[config.mk]
export PLATFORM = sky130hd
export DESIGN_NAME = sorted_block_pool_core
export DESIGN_NICKNAME = d
export VERILOG_FILES = /design/src/sbp_pkg.sv /design/src/sbp_cmp.sv /design/src/sorted_block_pool_core.sv
export SDC_FILE = /design/constraint.sdc
export NUM_CORES = 1
export LEC_CHECK = 0
export BUFFER_PORTS_ARGS = -buffer_cell sky130_fd_sc_hd__buf_2
export CORE_MARGIN = 5
export CORE_UTILIZATION = 62
export DETAILED_ROUTE_END_ITERATION = 6
export PLACE_DENSITY = 0.8
export SETUP_SLACK_MARGIN = 0.1
export SYNTH_ARGS = -nofsm -noshare
export SYNTH_HDL_FRONTEND = slang
export SYNTH_SLANG_ARGS = --single-unit
[constraint.sdc]
create_clock -name clk -period 5.5 [get_ports clk]
set_input_delay 0.275 -clock clk [delete_from_list [all_inputs] [get_ports clk]]
set_output_delay 0.275 -clock clk [all_outputs]
set_load 0.1 [all_outputs]
[src/sbp_pkg.sv]
// Shared types and constants for the sorted block pool.
package sbp_pkg;

  // Pool geometry
  localparam int NODES  = 8;
  localparam int NODE_W = 3;
  localparam int CNT_W  = 4;
  localparam int SER_W  = 32;

  // Operation codes
  localparam logic [1:0] MODE_ALLOC   = 2'd0;
  localparam logic [1:0] MODE_POP_SER = 2'd1;
  localparam logic [1:0] MODE_POP_HD  = 2'd2;
  localparam logic [1:0] MODE_FREE    = 2'd3;

  // Request transaction
  typedef struct packed {
    logic [1:0]        mode;
    logic [SER_W-1:0]  serial_number;
    logic              dup_check;
    logic [NODE_W-1:0] node_index;
  } sbp_in_t;

  // Result transaction
  typedef struct packed {
    logic              ok;
    logic [NODE_W-1:0] node_out;
    logic [CNT_W-1:0]  used_count;
    logic [CNT_W-1:0]  free_count;
  } sbp_out_t;

  // Compare unit flags
  typedef struct packed {
    logic eq;    // stored serial equals key
    logic stop;  // insertion point found ahead of this entry
  } sbp_cmp_t;

endpackage

[src/sbp_cmp.sv]
// Shared serial compare unit used by every list walk.
module sbp_cmp (
  input  logic [sbp_pkg::SER_W-1:0] stored,
  input  logic [sbp_pkg::SER_W-1:0] key,
  input  logic                      desc,
  output sbp_pkg::sbp_cmp_t         flags
);
  import sbp_pkg::*;

  logic lt;

  // One magnitude compare serves both list orders
  assign lt         = stored < key;
  assign flags.eq   = stored == key;
  assign flags.stop = desc ? (lt | flags.eq) : ~lt;

endmodule

[src/sorted_block_pool_core.sv]
// Top level of the sorted block pool: sequencer, list storage and counters.
//
// Pool of eight fixed blocks handed out as node indices, with a LIFO free
// list and a used list kept sorted by serial number. A transaction is taken
// when start is high and busy is low; busy then stays high until the result
// has been shown. Every transaction gives exactly one result, shown on
// out_item for a single cycle with out_strobe high; it cannot be held off,
// so the receiver must take it in that cycle. Pop head and free need no walk.
// Pop by serial walks the entries before the match (up to used_count). Alloc
// first scans the used list for a duplicate when dup_check is set, then takes
// the free head, walks the entries before the insertion point and links the
// node in, with a second link write when an entry was passed. Every walk step
// is one read of the link and serial storage and one pass through the single
// shared serial comparator. desc_r (descending order) is written through cfg_we; the
// user must do so only while busy is low, as the block does not enforce it.
module sorted_block_pool_core (
  input  logic              clk,
  input  logic              rst_n,
  input  logic              start,
  output logic              busy,
  input  sbp_pkg::sbp_in_t  in_item,
  output logic              out_strobe,
  output sbp_pkg::sbp_out_t out_item,
  input  logic              cfg_we,
  input  logic              cfg_wdata
);
  import sbp_pkg::*;

  // Sequencer states
  localparam logic [2:0] S_IDLE = 3'd0;
  localparam logic [2:0] S_DUP  = 3'd1;
  localparam logic [2:0] S_ACHK = 3'd2;
  localparam logic [2:0] S_INS  = 3'd3;
  localparam logic [2:0] S_LNK1 = 3'd4;
  localparam logic [2:0] S_LNK2 = 3'd5;
  localparam logic [2:0] S_POP  = 3'd6;
  localparam logic [2:0] S_RESP = 3'd7;

  logic [2:0]        state_r, state_nxt;
  sbp_in_t           item_r, item_nxt;
  logic [NODE_W-1:0] cur_r, cur_nxt;
  logic [NODE_W-1:0] prev_r, prev_nxt;
  logic              have_prev_r, have_prev_nxt;
  logic [CNT_W-1:0]  k_r, k_nxt;
  logic [NODE_W-1:0] node_r, node_nxt;
  logic              ok_r, ok_nxt;
  logic [NODE_W-1:0] free_head_r, free_head_nxt;
  logic [NODE_W-1:0] used_head_r, used_head_nxt;
  logic [CNT_W-1:0]  free_total_r, free_total_nxt;
  logic [CNT_W-1:0]  used_total_r, used_total_nxt;
  logic [NODES-1:0]  held_r, held_nxt;
  logic              desc_r;

  logic [NODE_W-1:0] link_r [NODES];
  logic [SER_W-1:0]  serial_mem [NODES];

  logic              link_we;
  logic [NODE_W-1:0] link_waddr, link_wdata;
  logic              ser_we;
  logic [NODE_W-1:0] ser_waddr;
  logic [NODE_W-1:0] rd_addr;
  logic [NODE_W-1:0] link_rd;
  logic [SER_W-1:0]  serial_rd;
  sbp_cmp_t          cmp;

  // Read address of the link store; the serial store is read at cur_r
  always_comb begin
    case (state_r)
      S_IDLE:  rd_addr = used_head_r;
      S_ACHK:  rd_addr = free_head_r;
      S_LNK1:  rd_addr = prev_r;
      default: rd_addr = cur_r;
    endcase
  end

  assign link_rd   = link_r[rd_addr];
  assign serial_rd = serial_mem[cur_r];

  sbp_cmp u_cmp (
    .stored (serial_rd),
    .key    (item_r.serial_number),
    .desc   (desc_r),
    .flags  (cmp)
  );

  // Sequencer
  always_comb begin
    state_nxt      = state_r;
    item_nxt       = item_r;
    cur_nxt        = cur_r;
    prev_nxt       = prev_r;
    have_prev_nxt  = have_prev_r;
    k_nxt          = k_r;
    node_nxt       = node_r;
    ok_nxt         = ok_r;
    free_head_nxt  = free_head_r;
    used_head_nxt  = used_head_r;
    free_total_nxt = free_total_r;
    used_total_nxt = used_total_r;
    held_nxt       = held_r;
    link_we        = 1'b0;
    link_waddr     = cur_r;
    link_wdata     = link_rd;
    ser_we         = 1'b0;
    ser_waddr      = free_head_r;

    case (state_r)
      S_IDLE: begin
        if (start) begin
          item_nxt      = in_item;
          cur_nxt       = used_head_r;
          k_nxt         = '0;
          have_prev_nxt = 1'b0;
          ok_nxt        = 1'b0;
          node_nxt      = '0;
          case (in_item.mode)
            MODE_ALLOC:   state_nxt = in_item.dup_check ? S_DUP : S_ACHK;
            MODE_POP_SER: state_nxt = S_POP;
            MODE_POP_HD: begin
              state_nxt = S_RESP;
              if (used_total_r != '0) begin
                node_nxt               = used_head_r;
                used_head_nxt          = link_rd;
                used_total_nxt         = used_total_r - CNT_W'(1);
                held_nxt[used_head_r]  = 1'b1;
                ok_nxt                 = 1'b1;
              end
            end
            default: begin
              state_nxt = S_RESP;
              if (held_r[in_item.node_index]) begin
                held_nxt[in_item.node_index] = 1'b0;
                link_we        = 1'b1;
                link_waddr     = in_item.node_index;
                link_wdata     = free_head_r;
                free_head_nxt  = in_item.node_index;
                free_total_nxt = free_total_r + CNT_W'(1);
                ok_nxt         = 1'b1;
              end
            end
          endcase
        end
      end

      // Duplicate scan of the used list
      S_DUP: begin
        if (k_r == used_total_r) begin
          state_nxt = S_ACHK;
        end else if (cmp.eq) begin
          state_nxt = S_RESP;
        end else begin
          cur_nxt = link_rd;
          k_nxt   = k_r + CNT_W'(1);
        end
      end

      // Take the free head and stamp its serial
      S_ACHK: begin
        if (free_total_r == '0) begin
          state_nxt = S_RESP;
        end else begin
          node_nxt       = free_head_r;
          free_head_nxt  = link_rd;
          free_total_nxt = free_total_r - CNT_W'(1);
          ser_we         = 1'b1;
          ser_waddr      = free_head_r;
          cur_nxt        = used_head_r;
          k_nxt          = '0;
          have_prev_nxt  = 1'b0;
          state_nxt      = S_INS;
        end
      end

      // Find the insertion point
      S_INS: begin
        if (k_r == used_total_r || cmp.stop) begin
          state_nxt = S_LNK1;
        end else begin
          prev_nxt      = cur_r;
          have_prev_nxt = 1'b1;
          cur_nxt       = link_rd;
          k_nxt         = k_r + CNT_W'(1);
        end
      end

      // Splice in: new node takes the successor
      S_LNK1: begin
        link_we    = 1'b1;
        link_waddr = node_r;
        if (have_prev_r) begin
          link_wdata = link_rd;
          state_nxt  = S_LNK2;
        end else begin
          link_wdata     = used_head_r;
          used_head_nxt  = node_r;
          used_total_nxt = used_total_r + CNT_W'(1);
          ok_nxt         = 1'b1;
          state_nxt      = S_RESP;
        end
      end

      // Splice in: predecessor points at the new node
      S_LNK2: begin
        link_we        = 1'b1;
        link_waddr     = prev_r;
        link_wdata     = node_r;
        used_total_nxt = used_total_r + CNT_W'(1);
        ok_nxt         = 1'b1;
        state_nxt      = S_RESP;
      end

      // Pop by serial: first match is unlinked
      S_POP: begin
        if (k_r == used_total_r) begin
          state_nxt = S_RESP;
        end else if (cmp.eq) begin
          if (have_prev_r) begin
            link_we    = 1'b1;
            link_waddr = prev_r;
            link_wdata = link_rd;
          end else begin
            used_head_nxt = link_rd;
          end
          used_total_nxt = used_total_r - CNT_W'(1);
          held_nxt[cur_r] = 1'b1;
          node_nxt        = cur_r;
          ok_nxt          = 1'b1;
          state_nxt       = S_RESP;
        end else begin
          prev_nxt      = cur_r;
          have_prev_nxt = 1'b1;
          cur_nxt       = link_rd;
          k_nxt         = k_r + CNT_W'(1);
        end
      end

      S_RESP:  state_nxt = S_IDLE;
      default: state_nxt = S_IDLE;
    endcase
  end

  // Control registers
  always_ff @(posedge clk) begin
    if (!rst_n) begin
      state_r      <= S_IDLE;
      free_head_r  <= '0;
      used_head_r  <= '0;
      free_total_r <= CNT_W'(NODES);
      used_total_r <= '0;
      held_r       <= '0;
      desc_r       <= 1'b0;
      ok_r         <= 1'b0;
      node_r       <= '0;
    end else begin
      state_r      <= state_nxt;
      free_head_r  <= free_head_nxt;
      used_head_r  <= used_head_nxt;
      free_total_r <= free_total_nxt;
      used_total_r <= used_total_nxt;
      held_r       <= held_nxt;
      ok_r         <= ok_nxt;
      node_r       <= node_nxt;
      if (cfg_we) begin
        desc_r <= cfg_wdata;
      end
    end
  end

  // Walk registers and latched transaction
  always_ff @(posedge clk) begin
    item_r      <= item_nxt;
    cur_r       <= cur_nxt;
    prev_r      <= prev_nxt;
    have_prev_r <= have_prev_nxt;
    k_r         <= k_nxt;
  end

  // Link store: reset chains node i to (i+1) mod NODES
  always_ff @(posedge clk) begin
    if (!rst_n) begin
      for (int i = 0; i < NODES; i++) begin
        link_r[i] <= NODE_W'((i + 1) % NODES);
      end
    end else if (link_we) begin
      link_r[link_waddr] <= link_wdata;
    end
  end

  // Serial store, no reset
  always_ff @(posedge clk) begin
    if (ser_we) begin
      serial_mem[ser_waddr] <= item_r.serial_number;
    end
  end

  // Result outputs
  assign busy                = state_r != S_IDLE;
  assign out_strobe          = state_r == S_RESP;
  assign out_item.ok         = ok_r;
  assign out_item.node_out   = ok_r ? node_r : '0;
  assign out_item.used_count = used_total_r;
  assign out_item.free_count = free_total_r;

`ifndef ASSERT_OFF
  // Between taking the free head and splicing it in, one node sits in neither list
  a_node_conservation: assert property (@(posedge clk) disable iff (!rst_n)
    (state_r == S_IDLE) |->
      ((32'(used_total_r) + 32'(free_total_r) + 32'($countones(held_r))) == 32'(NODES)))
    else $error("node count not conserved");

  a_strobe_single: assert property (@(posedge clk) disable iff (!rst_n)
    out_strobe |=> !out_strobe)
    else $error("result strobe longer than one cycle");

  a_accept_busy: assert property (@(posedge clk) disable iff (!rst_n)
    (start && !busy) |=> busy)
    else $error("busy not raised after accept");

  a_fail_node_zero: assert property (@(posedge clk) disable iff (!rst_n)
    (out_strobe && !out_item.ok) |-> (out_item.node_out == '0))
    else $error("node_out not zero on failed transaction");

  a_walk_bound: assert property (@(posedge clk) disable iff (!rst_n)
    (state_r == S_DUP || state_r == S_INS || state_r == S_POP) |->
      (k_r <= used_total_r))
    else $error("list walk ran past used count");
`endif

endmodule

=== After elaboration in Yosys (flattened, before gate mapping) ===
Memory sizes are Yosys's and may differ from the RTL's. A register that Yosys moved wholly into a read port is not among the register bits.
Index checks and enable logic that the tools add are counted.

* $add $sub $neg: 5
* Multipliers: 0
* Divide/modulo/power cells: 0
* Order comparisons: 7
* Equal/unequal tests: 29
* Shift operators: 0
* Mux-type cells: 120
* Bitwise gates (word level): 6
* Reduce and logical (&&, ||, !) cells: 33

{| class="wikitable"
|+ Operators with widths
! kind !! count
|-
| $mux 3 || 45
|-
| $mux 4 || 15
|-
| $mux 8 || 5
|-
| $pmux 3 s3 || 4
|-
| $eq 32x32->1 || 1
|-
| $lt 32x32->1 || 1
|-
| $pmux 4 s4 || 2
|-
| $pmux 8 s2 || 2
|-
| $mux 1 || 30
|-
| $ne 2x2->1 const B || 14
|-
| $pmux 3 s4 || 2
|-
| $pmux 3 s8 || 1
|-
| $pmux 3 s2 || 3
|-
| $or 8x8->8 || 2
|-
| $reduce_bool 4->1 || 4
|-
| $reduce_and 5->1 || 3
|-
| $reduce_and 7->1 || 2
|-
| $add 4x1->4 const B || 3
|-
| $eq 3x3->1 const B || 4
|-
| $lt 3x4->1 const B || 3
|-
| $reduce_and 6->1 || 2
|-
| $demux 1 s3 || 3
|-
| $ge 3x1->1 const B || 3
|-
| $reduce_bool 3->1 || 3
|-
| other kinds (30) || 43
|}

* Register bits: 73
* Bits in latches: 0
* RAM bits: 280
* ROM bits: 0
* Input bits: 43
* Word-level logic and storage cells: 216
* Memories: 2

{| class="wikitable"
|+ Memories
! memory !! depth !! bits a word !! rd ports !! clocked after memory_dff !! wr ports !! line !! RTL
|-
| serial_mem || 8 || 32 || 1 || 1 || 1 || sorted_block_pool_core.sv:55 || <nowiki>logic [SER_W-1:0] serial_mem [NODES];</nowiki>
|-
| link_r || 8 || 3 || 1 || 0 || 8 || sorted_block_pool_core.sv:54 || <nowiki>logic [NODE_W-1:0] link_r [NODES];</nowiki>
|}

=== Longest topological paths before layout ===
Gate-level depths: netlist of run 1.

* Word-level depth: 11
* Depth in mapped cells: 13
* Gate-level depth less buffers: 10

=== Modules after synthesis ===
Synthesis of run 1 repeated with hierarchy kept, for this count alone.

* Cell total of the unflattened synthesis: 1048
* Area, all modules: 16195.5 um^2

{| class="wikitable"
|+ Modules (own cells, without submodules)
! module !! times used !! cells an instance !! area an instance (um^2) !! sequential area each (um^2)
|-
| sorted_block_pool_core || 1 || 933 || 15359.7 || 10359.9
|-
| sbp_cmp || 1 || 115 || 835.8 || 0.0
|}

=== Worst setup path after synthesis of run 1 ===
No wires, ideal clock.

* Path type: register -> register
* Start: register (tool-made name)
* End: memory link_r[0][0], enable pin
* Setup time: 0.344 ns
* Arrival time: 4.049 ns
* Data required time: 5.156 ns
* Setup slack: 1.106 ns
* Stages on the path, launching flop included: 14
* Buffers on the path: 3
* Cells stage by stage: dfxtp_1 -> clkbuf_1 -> buf_1 -> mux4_2 -> mux2_2 -> ha_1 -> nand4_1 -> nor4_2 -> nand4_1 -> o211ai_1 -> o21ai_4 -> or2_2 -> buf_6 -> o21ai_0

{| class="wikitable"
|+ RTL lines
! what !! line
|-
| to (decl) || sorted_block_pool_core.sv:54
|}

==> results of run 1 <==
sequential cells by signal, indices dropped and copies added (netlist names), named ones only:
| signal | flops |
|---|---|
| used_total_r | 4 |
| ok_r | 1 |
| prev_r | 3 |
| cur_r | 3 |
| node_r | 3 |
| free_total_r | 4 |
| free_head_r | 3 |
| used_head_r | 3 |
| have_prev_r | 1 |
| k_r | 4 |
| held_r | 8 |
| link_r | 24 |
| item_r | 32 |
| desc_r | 1 |
| serial_mem | 256 |
| state_r | 3 |
repair_timing:
action,in CTS,in global routing
hold endpoints to repair,33,0
hold buffers,33,0
gates resized for setup,0,0
setup buffers,0,0
synthesized netlist by cell type, drive strengths merged (4+ instances only):
master,number
a211oi,24
nor3,15
o31ai,5
a21o,6
xnor2,7
and4,4
inv,48
a31oi,9
nor2b,12
nand2b,8
mux2i,11
nand4,17
o211ai,9
mux4,64
and3,5
xor2,7
buf,21
o21ai,31
clkbuf,30
dfxtp,33
nor4,7
a221oi,4
and2,9
nand3,26
nand3b,11
edfxtp,323
nor2,55
o21a,5
a21oi,58
ha,37
mux2,39
a32o,5
o32ai,4
nand2,44
kinds of logic (layout without fill, tap and decap cells):
kind of cell | Yosys count | count (layout) | synth area share
XOR/XNOR | 14 | 14 | 0.007659
adder cells (fa/ha/maj) | 39 | 39 | 0.03142
flip-flops | 356 | 356 | 0.6471
AND/OR/NAND/NOR | 229 | 229 | 0.07683
AO/OA/AOI/OAI | 193 | 193 | 0.08410
multiplexers | 114 | 114 | 0.1248
buffers and inverters | 102 | 219 | 0.02806
area by class of cell:
cell class / count / area share
Multi-Input combinational cell: 589 / 0.2903
Clock inverter: 17 / 0.007948
Clock buffer: 44 / 0.05315
Sequential cell: 356 / 0.5726
Timing Repair Buffer: 107 / 0.04257
Inverter: 51 / 0.01057
Tap cell: 330 / 0.02281
power groups by stage:
stage | clock network [uW] | registers (uW) | logic [uW]
5_1_grt | 2470 | 3900 | 3950
3_5_place_dp | 0 | 3900 | 3540
4_1_cts | 2330 | 3850 | 3610
6_report | 2310 | 3850 | 3670
2_1_floorplan | 0 | 3780 | 2710
3_3_place_gp | 0 | 3880 | 3470
path summary, 6_finish.rpt:
check             from           end  slack, ns
max          flip-flop  link_r[0][0]       0.75
min             cfg_we        desc_r       0.01
max reg2reg  flip-flop  link_r[0][0]       0.75
min reg2reg  held_r[7]     held_r[7]       0.52
layout by cell type, fill, tap and decap left out, drive strengths merged, types with 26 or more instances in the layout:
master       netlist  final
a21oi             58     58
buf               21     74
clkbuf            30     44
dfxtp             33     33
dlygate4sd3        0     33
edfxtp           323    323
ha                37     37
inv               48     50
mux2              39     39
mux4              64     64
nand2             44     44
nand3             26     26
nor2              55     55
o21ai             31     31
layer usage:
layer | routed length, microns | vias to the layer above
li1 | - | 4335
met1 | 14600 | 4823
met2 | 17210 | 543
met3 | 3215 | 65
met4 | 591 | 0
met5 | 0 | -
critical path, delay by kind of cell, from the launching register on:
kind | cells | cell delay, ns
simple gates | 4 | 1.46
mux | 2 | 0.83
flops | 1 | 0.70
fa+ha+maj | 1 | 0.32
compound gates | 3 | 0.73
buf+inv | 1 | 0.34
stage by stage:
step / cells / area [sq um]
floorplan: 1047 / 16010
global placement: 1400 / 16670
detailed placement: 1400 / 16670
CTS: 1494 / 18100
global route: 1494 / 18100
finish: 1494 / 18100
==> out/metrics.cfg, run 1 <==
[floorplanning]
die_x_microns=170.7
num_rows=58
start_util=0.6321
fp.dieH_microns=170.7
core_sq_um=25330
io_pins=57
dieArea_sq_um=29140

[logic_synthesis]
synth_top_area_frac=0.6059
syn_area_sq_um=16010
ys_types=87
synth-async-reset-ratio=0
ys_seq_area_frac=0.6471
syn_area_per_cell_sq_um=15.29
synth_edf_count=323
yosys.area.top_type=edfxtp_1
yosysWarningCount=0
synth.area.top_cells=edfxtp_1 (61%), mux4_2 (9.0%), dfxtp_1 (4.1%)
netlist_instances=1047
synthesis.nets=1129
synth_top_flop_cell=edfxtp_1
ys_seq_elements=356

[finish]
area_delta_synth_final_pct=13.08
fin_nets=1223
postLayoutCoreUtil=0.7148
n_antenna_cell=0
multi_input_area_sq_um=5256
nFillCells=1585
drive_gt1_frac=0.2268
seqCellArea_sq_um=10370

[sta]
hold_slack_ns=0.01453
fin_crit_sh=0.8629
hold_viol_final=0
final.setup_skew_ns=0.01817
setup_viol=0
setup_slack_ns=0.7538
fin_setup_tns_ns=0
rsz0062_at_grt=no
timing.fmax_ghz=0.2107
max-slew-margin-rel=0.3001
tightest_slew_ns=1.047
drv_slew=0
period_minus_slack_ns=4.746

[route]
route.antenna.remaining_nets=0
viasPerCell=6.537
dr.pass1.iters=6
wirelength_microns=35620
drt_iter0_drc=1108
vias=9766
routedWlPerCell_microns=23.84
route.detailed.drc=0

[run_status]
status=finished, final reports clean

[clocking]
insertion_delay_ns=0.53
htreeDepth=2
cts_buffers=36
clkTransAtPathRegs_ns=0.06
clock_path_buffers=3
cts_sinks=356
cts_tree=built
cts-root-buf=clkbuf_16

[hold_path]
hold_class=input port to flip-flop
hold_depth=3

[setup_path]
crit_path_end_kind=flip-flop
worst_path_largest_cell_delay_ns=0.70
ff2ff_path_depth=11
required_ns=5.67
cp_max_fo=32
critPathSlowestCell=dfxtp_4
crit_chain=buf_12, mux4_2, mux2_2, ha_1, nand4_1, nor4_2, nand4_1, o211ai_1, o21ai_4, or2_2, o21ai_0
crit_path_start_kind=flip-flop
critPathKind=flip-flop to flip-flop
crit_path_frequent_cell=nand4_1
cp.arrival_ns=4.92

[grt]
grt_util_met3=0.04806
grt_pass1_wl_microns=56130
grt_pass1_vias=9775
grtUsageTotal=0.2504
busiest_layer=met2
grt_max_degree=65
grt_overflow=0
use_met1=0.3606
met2_usage=0.4109
antenna_found_initial=0

[power]
combPwrFrac=0.373
p_per_area_nw_per_um2=542.7
p_clk_frac=0.235
p_sw_uw=3650
swShare=0.3715
p_seq_frac=0.392
internal-power_uw=6175
p_leak_uw=0.006124
power_uw=9825
ir_worst_vdd_uv=444.6

[job]
drv_cap=0

[placement]
pre_cts_ws_ns=0.8875
dp_hpwl_microns=21500
gp_congestion=0.9903
port_buffers=56

Power figures use the tool's default switching activity.
==> run 2, diff against run 1 <==
- BUFFER_PORTS_ARGS: -buffer_cell sky130_fd_sc_hd__buf_2 -> -buffer_cell sky130_fd_sc_hd__clkbuf_2
==> run 2 against run 1 <==
Net effect:
- worst setup slack better by 0.17 ns
- clock power is 3% higher
- final cell count is 0.40% higher
- sequential share of layout area is 0.18 points lower
- sequential power hardly changed
- power is 0.22% higher
- maximum frequency is 3.8% higher
- non-clock buffer count is 1 higher
- utilization is 0.22 points higher
- count of clock-buffer cells in the layout is 1 higher
- wire length hardly changed
- critical endpoint is now link_r[1][1]
==> out/metrics.cfg, run 2 (synthesis gave the netlist of run 1 again) <==
[route]
dr_wl_met2_microns=17040  ; -0.99%
routedWlPerCell_microns=23.74  ; -0.43%
route.detailed.drc=0  ; unchanged
route.antenna.remaining_nets=0  ; unchanged
met1Wirelength_microns=14300  ; -2.0%
dr.pass1.iters=6  ; unchanged
wl_met3_microns=3138  ; -2.4%
wirelength_microns=35610  ; about the same
viasPerCell=6.521  ; -0.25%
vias=9781  ; +0.15%
drt_iter0_drc=1002  ; -9.6%
routed.top_layer=met4

[clocking]
cts_resized=0  ; unchanged
insertion_delay_ns=0.54  ; about the same
cts_setup_buffers=0  ; unchanged
cts-root-buf=clkbuf_16
cts_tree=built
cts_buffers=37  ; +2.8%
clock_path_buffers=3  ; unchanged
clkTransAtPathRegs_ns=0.06  ; about the same
htreeDepth=2  ; unchanged
cts_sinks=356  ; unchanged

[finish]
drive_gt1_frac=0.2291  ; +0.002256
mostFrequentLayoutCell=edfxtp_1
postLayoutCoreUtil=0.7170  ; +0.002223
n_antenna_cell=0  ; unchanged
fin_nets=1225  ; +0.16%
final_cell_mix=edfxtp_1 (323), mux4_2 (64), a21oi_1 (57)
area_delta_synth_final_pct=13.43
largest_reg_flops=256  ; unchanged
reg_top3=serial_mem (256), item_r (32), link_r (24)
top_register=serial_mem

[sta]
drv_slew=0  ; unchanged
timing.fmax_ghz=0.2188  ; +3.8%
fin_setup_tns_ns=0  ; unchanged
setup_slack_ns=0.9287  ; +0.1750 ns
rsz0062_at_grt=no
period_minus_slack_ns=4.571  ; -0.1750 ns
fin_crit_sh=0.8311  ; -0.03181
hold_viol_final=0  ; unchanged
setup_viol=0  ; unchanged
max-slew-margin-rel=0.3649  ; +0.06477
final.setup_skew_ns=0.02599  ; +0.007828 ns
tightest_slew_ns=0.9526  ; -0.09467 ns

[setup_path]
crit_family=simple AND/OR/NAND/NOR gates
crit_path_end_kind=flip-flop
worst_path_largest_cell_delay_ns=0.58  ; -0.12 ns
timing.rr.end=link_r[1][1]
r2r_setup_slack_ns=0.93  ; +0.17 ns
critPathBufInv=1  ; unchanged
critPathSlowestCell=nor4_1
crit_path_frequent_cell=mux2_2
cp.arrival_ns=4.75  ; -0.17 ns
cp_max_fo=30  ; -6.3%
ff2ff_path_depth=11  ; unchanged
crit_path_start_kind=flip-flop
required_ns=5.68  ; about the same
crit_chain=buf_12, mux4_2, mux2_2, ha_1, nand4_1, nor4_1, and4_4, mux2_2, nand3_1, nand2_1, o21ai_0
critPathKind=flip-flop to flip-flop

[power]
ir_worst_vdd_uv=470.9  ; +5.9%
p_per_area_nw_per_um2=542.2  ; about the same
p_leak_uw=0.006144  ; +0.32%

[placement]
port_buffers=56  ; unchanged
pre_cts_ws_ns=0.9996  ; +0.1121 ns
gp_congestion=0.9673  ; -2.3%
dp_hpwl_microns=21740  ; +1.1%

[floorplanning]
io_pins=57  ; unchanged
die_x_microns=170.7  ; unchanged
core_sq_um=25330  ; unchanged
start_util=0.6321  ; unchanged
fp.dieH_microns=170.7  ; unchanged
dieArea_sq_um=29140  ; unchanged
num_rows=58  ; unchanged

[hold_path]
hold_depth=3  ; unchanged
min-delay-start=cfg_we
hold_class=input port to flip-flop
min_to=desc_r

[job]
drv_cap=0  ; unchanged

[grt]
grt_pass1_vias=9945  ; +1.7%
antenna_found_initial=0  ; unchanged
grt_max_degree=45  ; -31%
grtUsageTotal=0.2512  ; +0.0008215
grt_overflow=0  ; unchanged
grt_pass1_wl_microns=56180  ; about the same

[run_status]
status=finished, final reports clean

run 2: cell types whose count changed in the layout (fill, tap and decap cells not counted), sizes merged:
cell / delta
buf: -55
bufinv: +1
clkbuf: +57
clkinv: +1
clkinvlp: +1
inv: +1
run 2: how the worst max path moves through the flow:
stage                     cells after the start  startpoint           end
final                                        11   flip-flop  link_r[1][1]
after global routing                         11   flip-flop  link_r[1][1]
after CTS                                    11   flip-flop  link_r[1][0]
after detailed placement                     11   flip-flop  link_r[1][1]
after global placement                       11   flip-flop  link_r[1][1]
after floorplan                              13   flip-flop  link_r[0][0]
run 2: metrics by stage:
step,hold slack (ns),std cells,total power [uW],area [sq um]
final,0.04659,1500,9847,18160
after global routing,0.07166,1500,10350,18160
after CTS,0.004628,1500,9830,18160
after detailed placement,0.4536,1401,7431,16670
after global placement,0.4515,1401,7324,16670
after floorplan,0.3739,1047,6494,16010
run 2: cell type report:
| cell class | count | area (sq um) |
|---|---|---|
| clock buffer | 45 | 955.9 |
| inverter | 51 | 191.4 |
| fill | 1535 | 7167 |
| tap | 330 | 412.9 |
| multi-input combinational | 589 | 5256 |
| sequential | 356 | 10370 |
| timing repair buffer | 108 | 778.2 |
| clock inverter | 21 | 198.9 |
run 2: timing repair:
item	in CTS	in global routing
hold buffers	33	0
endpoints found under the setup margin	0	0
hold endpoints to repair	33	0
run 2: worst min-delay path, delay by kind of cell:
family | cells | cell delay [ns]
simple gates | 1 | 0.08
mux | 1 | 0.08
buf+inv | 1 | 0.09
run 2: routing by layer:
metal | track usage | up-vias
met3 | 0.04274 | 100
met5 | 0 | -
met2 | 0.4049 | 550
li1 | - | 4351
met4 | 0.08438 | 0
met1 | 0.3548 | 4780
run 2: report_power, final:
group	switching [uW]	internal, uW	total (uW)	leakage, uW
clock network	1020	1350	2370	0.000545
logic	2200	1450	3650	0.00241
registers	410	3420	3830	0.00319
